`src/tcw_pkg.sv`:
```
package tcw_pkg;

   localparam logic [1:0] OP_PUT   = 2'd0;
   localparam logic [1:0] OP_CLEAR = 2'd1;
   localparam logic [1:0] OP_READ  = 2'd2;

   localparam logic [7:0] CHAR_BACKSPACE = 8'h08;
   localparam logic [7:0] CHAR_TAB       = 8'h09;
   localparam logic [7:0] CHAR_NEWLINE   = 8'h0A;
   localparam logic [7:0] CHAR_SPACE     = 8'h20;

   localparam logic [7:0] ATTR_RESET = 8'h0F;

   typedef struct packed {
      logic [1:0]  opcode;
      logic [7:0]  char_code;
      logic [10:0] cell_address;
   } req_type;

   typedef struct packed {
      logic [10:0] cursor_location;
      logic [15:0] read_cell;
   } rsp_type;

   typedef struct packed {
      logic capture;
      logic step;
      logic sweep_start;
      logic fill;
      logic fill_reset;
      logic move;
      logic respond;
   } cmd_type;

   typedef struct packed {
      logic [1:0] opcode;
      logic       scroll;
      logic       move_last;
      logic       fill_last;
   } status_type;

endpackage

```
`src/tcw_ctrl.sv`:
```
module tcw_ctrl
   import tcw_pkg::*;
(
   input  logic       clock,
   input  logic       reset,
   input  logic       start,
   output logic       busy,
   input  status_type status,
   output cmd_type    cmd
);

   localparam logic [2:0] S_INIT   = 3'd0;
   localparam logic [2:0] S_IDLE   = 3'd1;
   localparam logic [2:0] S_DECODE = 3'd2;
   localparam logic [2:0] S_MOVE   = 3'd3;
   localparam logic [2:0] S_FILL   = 3'd4;
   localparam logic [2:0] S_FINISH = 3'd5;

   logic [2:0] state_ff;
   logic [2:0] state_in;

   always_ff @(posedge clock) begin
      if (reset) begin
         state_ff <= S_INIT;
      end else begin
         state_ff <= state_in;
      end
   end

   assign busy = (state_ff != S_IDLE);

   always_comb begin
      state_in = state_ff;
      cmd      = '0;
      unique case (state_ff)
         S_INIT: begin
            // blank the screen with the reset attribute
            cmd.fill       = 1'b1;
            cmd.fill_reset = 1'b1;
            if (status.fill_last) begin
               state_in = S_IDLE;
            end
         end
         S_IDLE: begin
            if (start) begin
               cmd.capture = 1'b1;
               state_in    = S_DECODE;
            end
         end
         S_DECODE: begin
            case (status.opcode)
               OP_PUT: begin
                  cmd.step = 1'b1;
                  if (status.scroll) begin
                     cmd.sweep_start = 1'b1;
                     state_in        = S_MOVE;
                  end else begin
                     state_in = S_FINISH;
                  end
               end
               OP_CLEAR: begin
                  cmd.sweep_start = 1'b1;
                  state_in        = S_FILL;
               end
               default: begin
                  state_in = S_FINISH;
               end
            endcase
         end
         S_MOVE: begin
            cmd.move = 1'b1;
            if (status.move_last) begin
               state_in = S_FILL;
            end
         end
         S_FILL: begin
            cmd.fill = 1'b1;
            if (status.fill_last) begin
               state_in = S_FINISH;
            end
         end
         S_FINISH: begin
            cmd.respond = 1'b1;
            state_in    = S_IDLE;
         end
         default: begin
            state_in = S_IDLE;
         end
      endcase
   end

endmodule

```
`config.mk`:
```
export PLATFORM = sky130hd
export DESIGN_NAME = tcw_ctrl
export DESIGN_NICKNAME = d
export VERILOG_FILES = /design/src/tcw_pkg.sv /design/src/tcw_ctrl.sv
export SDC_FILE = /design/constraint.sdc
export NUM_CORES = 1
export LEC_CHECK = 0
export ABC_AREA = 1
export BUFFER_PORTS_ARGS = -buffer_cell sky130_fd_sc_hd__buf_2
export CAP_MARGIN = 20
export CORE_AREA = 2 2 39 41
export CTS_CLUSTER_DIAMETER = 50
export DETAILED_ROUTE_END_ITERATION = 6
export DIE_AREA = 0 0 41 43
export HOLD_SLACK_MARGIN = 0.05
export PLACE_DENSITY = 0.47
export SETUP_SLACK_MARGIN = 0.02
export SYNTH_ARGS = -nofsm -noshare
export SYNTH_HDL_FRONTEND = slang
export SYNTH_SLANG_ARGS = --single-unit
```
`constraint.sdc`:
```
create_clock -name clock -period 1.4 [get_ports clock]
set_input_delay 0.07 -clock clock [delete_from_list [all_inputs] [get_ports clock]]
set_output_delay 0.07 -clock clock [all_outputs]
set_load 0.02 [all_outputs]
```
==> impl_metrics.py <==
metrics = {
    "floorplan": {
        "fp-row-count": 14,
        "die_y_um": 43,
        "core-area_um2": 1380,
        "ios": 16,
        "start_util_pct": 19.3,
        "dieWidth_um": 41,
        "die_area_um2": 1760,
    },
    "route": {
        "wl_per_cell_um": 8.27,
        "via_count": 339,
        "ant_nets": 0,
        "routed_wl_um": 695,
        "viasPerCell": 4.04,
        "dr.max_layer_used": "met4",
        "met1_length_um": 314,
        "drtIter0Drc": 7,
        "dr_wl_met3_um": 29,
        "firstDrtPassIters": 4,
        "drc": 0,
        "routed-wl-met2_um": 332,
    },
    "setup_path": {
        "rr_startpoint": "state_ff[2]",
        "crit_path_end_kind": "output port",
        "slowest_delay_ns": 0.33,
        "crit_chain": "inv_2 > nand2_1 > nor2_2 > inv_1 > nor3_1 > buf_2",
        "reg2regPathDepth": 8,
        "arrival_ns": 1.24,
        "critical_path_class": "flip-flop to output port",
        "crit_family": "simple AND/OR/NAND/NOR gates",
        "crit_path_start_kind": "flip-flop",
        "reg2reg_to": "state_ff[1]",
        "cp_slowest_cell": "dfxtp_2",
        "crit_cells": 6,
        "reg2reg_slack_ns": 0.27,
        "path_buf_inv": 3,
        "worstPathRequired_ns": 1.33,
        "path_max_fanout": 4,
    },
    "clock_network": {
        "clk_latency_ns": 0.24,
        "clockBufferDepth": 2,
        "tritoncts": "built",
        "clock-root-buffer": "clkbuf_4",
        "numCtsBuffers": 3,
        "clk_pin_slew_ns": 0.04,
        "clkSinkCount": 3,
        "cts_max_level": 1,
    },
    "status": {
        "status": "complete, no violations",
    },
    "finish": {
        "diodes": 0,
        "syn_to_final_growth_pct": 52.8,
        "regMostFlops": "state_ff",
        "drive_gt1_share_pct": 48.5,
        "largest_reg_flops": 3,
        "reg_top3": "state_ff: 3 flops",
        "fin_cells": 84,
        "fin_util_pct": 29.6,
        "final_nets": 77,
        "finalInstanceArea_um2": 409,
    },
    "timing": {
        "maxSlewViolCount": 0,
        "rsz0062_at_grt": "false",
        "fmax_ghz": 0.765,
        "hold_ws_ns": 0.109,
        "max_slew_margin_pct": 85.3,
        "tns_ns": 0,
        "min_period_over_period_pct": 93.3,
        "setup_violations": 0,
        "hold_viol_final": 0,
        "setup_ws_ns": 0.0937,
        "tightest_slew_ns": 0.221,
        "clock_skew_ns": 0.00434,
        "min_period_ns": 1.31,
    },
    "synthesis": {
        "syn_nets": 55,
        "synthArstFlopShare_pct": 0,
        "synth_area_leaders": "dfxtp_1, nand2_1, inv_1",
        "synth_area_per_cell_um2": 5.70,
        "yosysMostFrequentCell": "nand2_1",
        "yosys_warnings": 0,
        "synth.distinct_cells": 13,
        "synthCells": 47,
        "synth_area_um2": 268,
        "yosysSeqAreaShare_pct": 22.4,
        "ys.flop_type": "dfxtp_1",
        "synth.top_cell.area_share_pct": 22.4,
        "ys_seq_elements": 3,
        "synth_largest_area_cell": "dfxtp_1",
        "synth_edf_count": 0,
        "netlist_top_cells_count": "nand2_1, inv_1, nor2_2",
    },
    "min_path": {
        "hp-start": "status[1]",
        "hp-class": "input port to flip-flop",
        "min_path_cells": 4,
        "hold_end": "state_ff[1]",
    },
    "grt": {
        "grt_pass1_wl_um": 1050,
        "grt_max_degree": 6,
        "grt_antenna_before_repair": 0,
        "gr-usage-all-layers_pct": 9.12,
        "grt_overflow": 0,
        "grt_pass1_vias": 282,
    },
    "run": {
        "drv_cap": 0,
    },
    "placed_design": {
        "placedCellCount": 78,
        "pre_cts_ws_ns": 0.312,
        "dp.final_hpwl_um": 539,
        "gp_congestion": 0.737,
        "portBuffers": 15,
        "dpl_cell_area_um2": 363,
    },
    "power_and_ir_drop": {
        "p_leak_nw": 0.230,
        "power_density_nw_per_um2": 994,
        "p_total_mw": 0.407,
        "power_frac_comb_pct": 34.6,
        "p_int_mw": 0.255,
        "seqPwrFrac_pct": 26.4,
        "vdd_drop_max_v": 0.000199,
        "sw_frac_of_total_pct": 37.3,
        "clkPwrFrac_pct": 39.0,
        "power.switching_mw": 0.152,
    },
}
layout by cell type, fill, tap and decap left out:
cell,synthesis,routed
clkbuf_4,0,3
nor2_1,4,4
dlygate4sd3_1,0,1
inv_1,9,9
clkbuf_1,0,1
inv_2,2,2
a21oi_1,2,2
buf_2,0,15
dfxtp_2,0,2
o22ai_1,1,1
nor2_2,5,5
a21oi_2,2,2
dfxtp_1,3,1
nor3_1,2,2
nand3_1,1,1
nand2_1,13,13
nand3_2,1,1
buf_4,0,1
nand2_2,2,2
final cells by class:
cell class	instances	area, um2
clock buffers	4	26.3
multi-input cells	33	166
repair buffers	17	92.6
inverters	11	41.3
well taps	16	20.0
flip-flops and latches	3	62.6
fillers	164	975
power by group through the flow:
stage	Clock, mW	Combinational, mW	Sequential, mW
6_report	0.158	0.141	0.107
5_1_grt	0.172	0.156	0.108
4_1_cts	0.164	0.139	0.107
3_5_place_dp	0	0.136	0.108
3_3_place_gp	0	0.136	0.108
2_1_floorplan	0	0.0957	0.105
kinds of logic (layout without fill, tap and decap cells):
group | count (synthesis) | count (layout) | synth area share [%]
compound gates | 5 | 5 | 12.6
buf+inv | 11 | 32 | 15.4
flops | 3 | 3 | 22.4
simple gates | 28 | 28 | 49.5
worst max path at each step:
stage / startpoint / end / slack, ns
global route: state_ff[2] / cmd[5] / 0.02
global placement: state_ff[1] / cmd[5] / 0.31
CTS: state_ff[1] / cmd[5] / 0.05
detailed placement: state_ff[0] / state_ff[1] / 0.31
floorplan: state_ff[1] / cmd[5] / 0.22
finish: state_ff[2] / cmd[5] / 0.09
timing repair:
action	in CTS	in global routing
gates resized for setup	0	2
setup endpoints to repair	0	2
buffers inserted	0	1
endpoints found under the hold margin	2	0
hold buffers	1	0
tightest hold or removal path, cell delays in order:
cell and delay (ns):
buf_2 0.07, inv_1 0.03, nand2_2 0.06, a21oi_1 0.07
layer usage:
layer  up-vias  global-route usage, %
met5         -                      0
met4         0                   10.0
met3         2                   1.57
met2        11                   11.9
met1       144                   11.2
li1        182                      -
No activity file was read; power rests on OpenSTA's default activity.
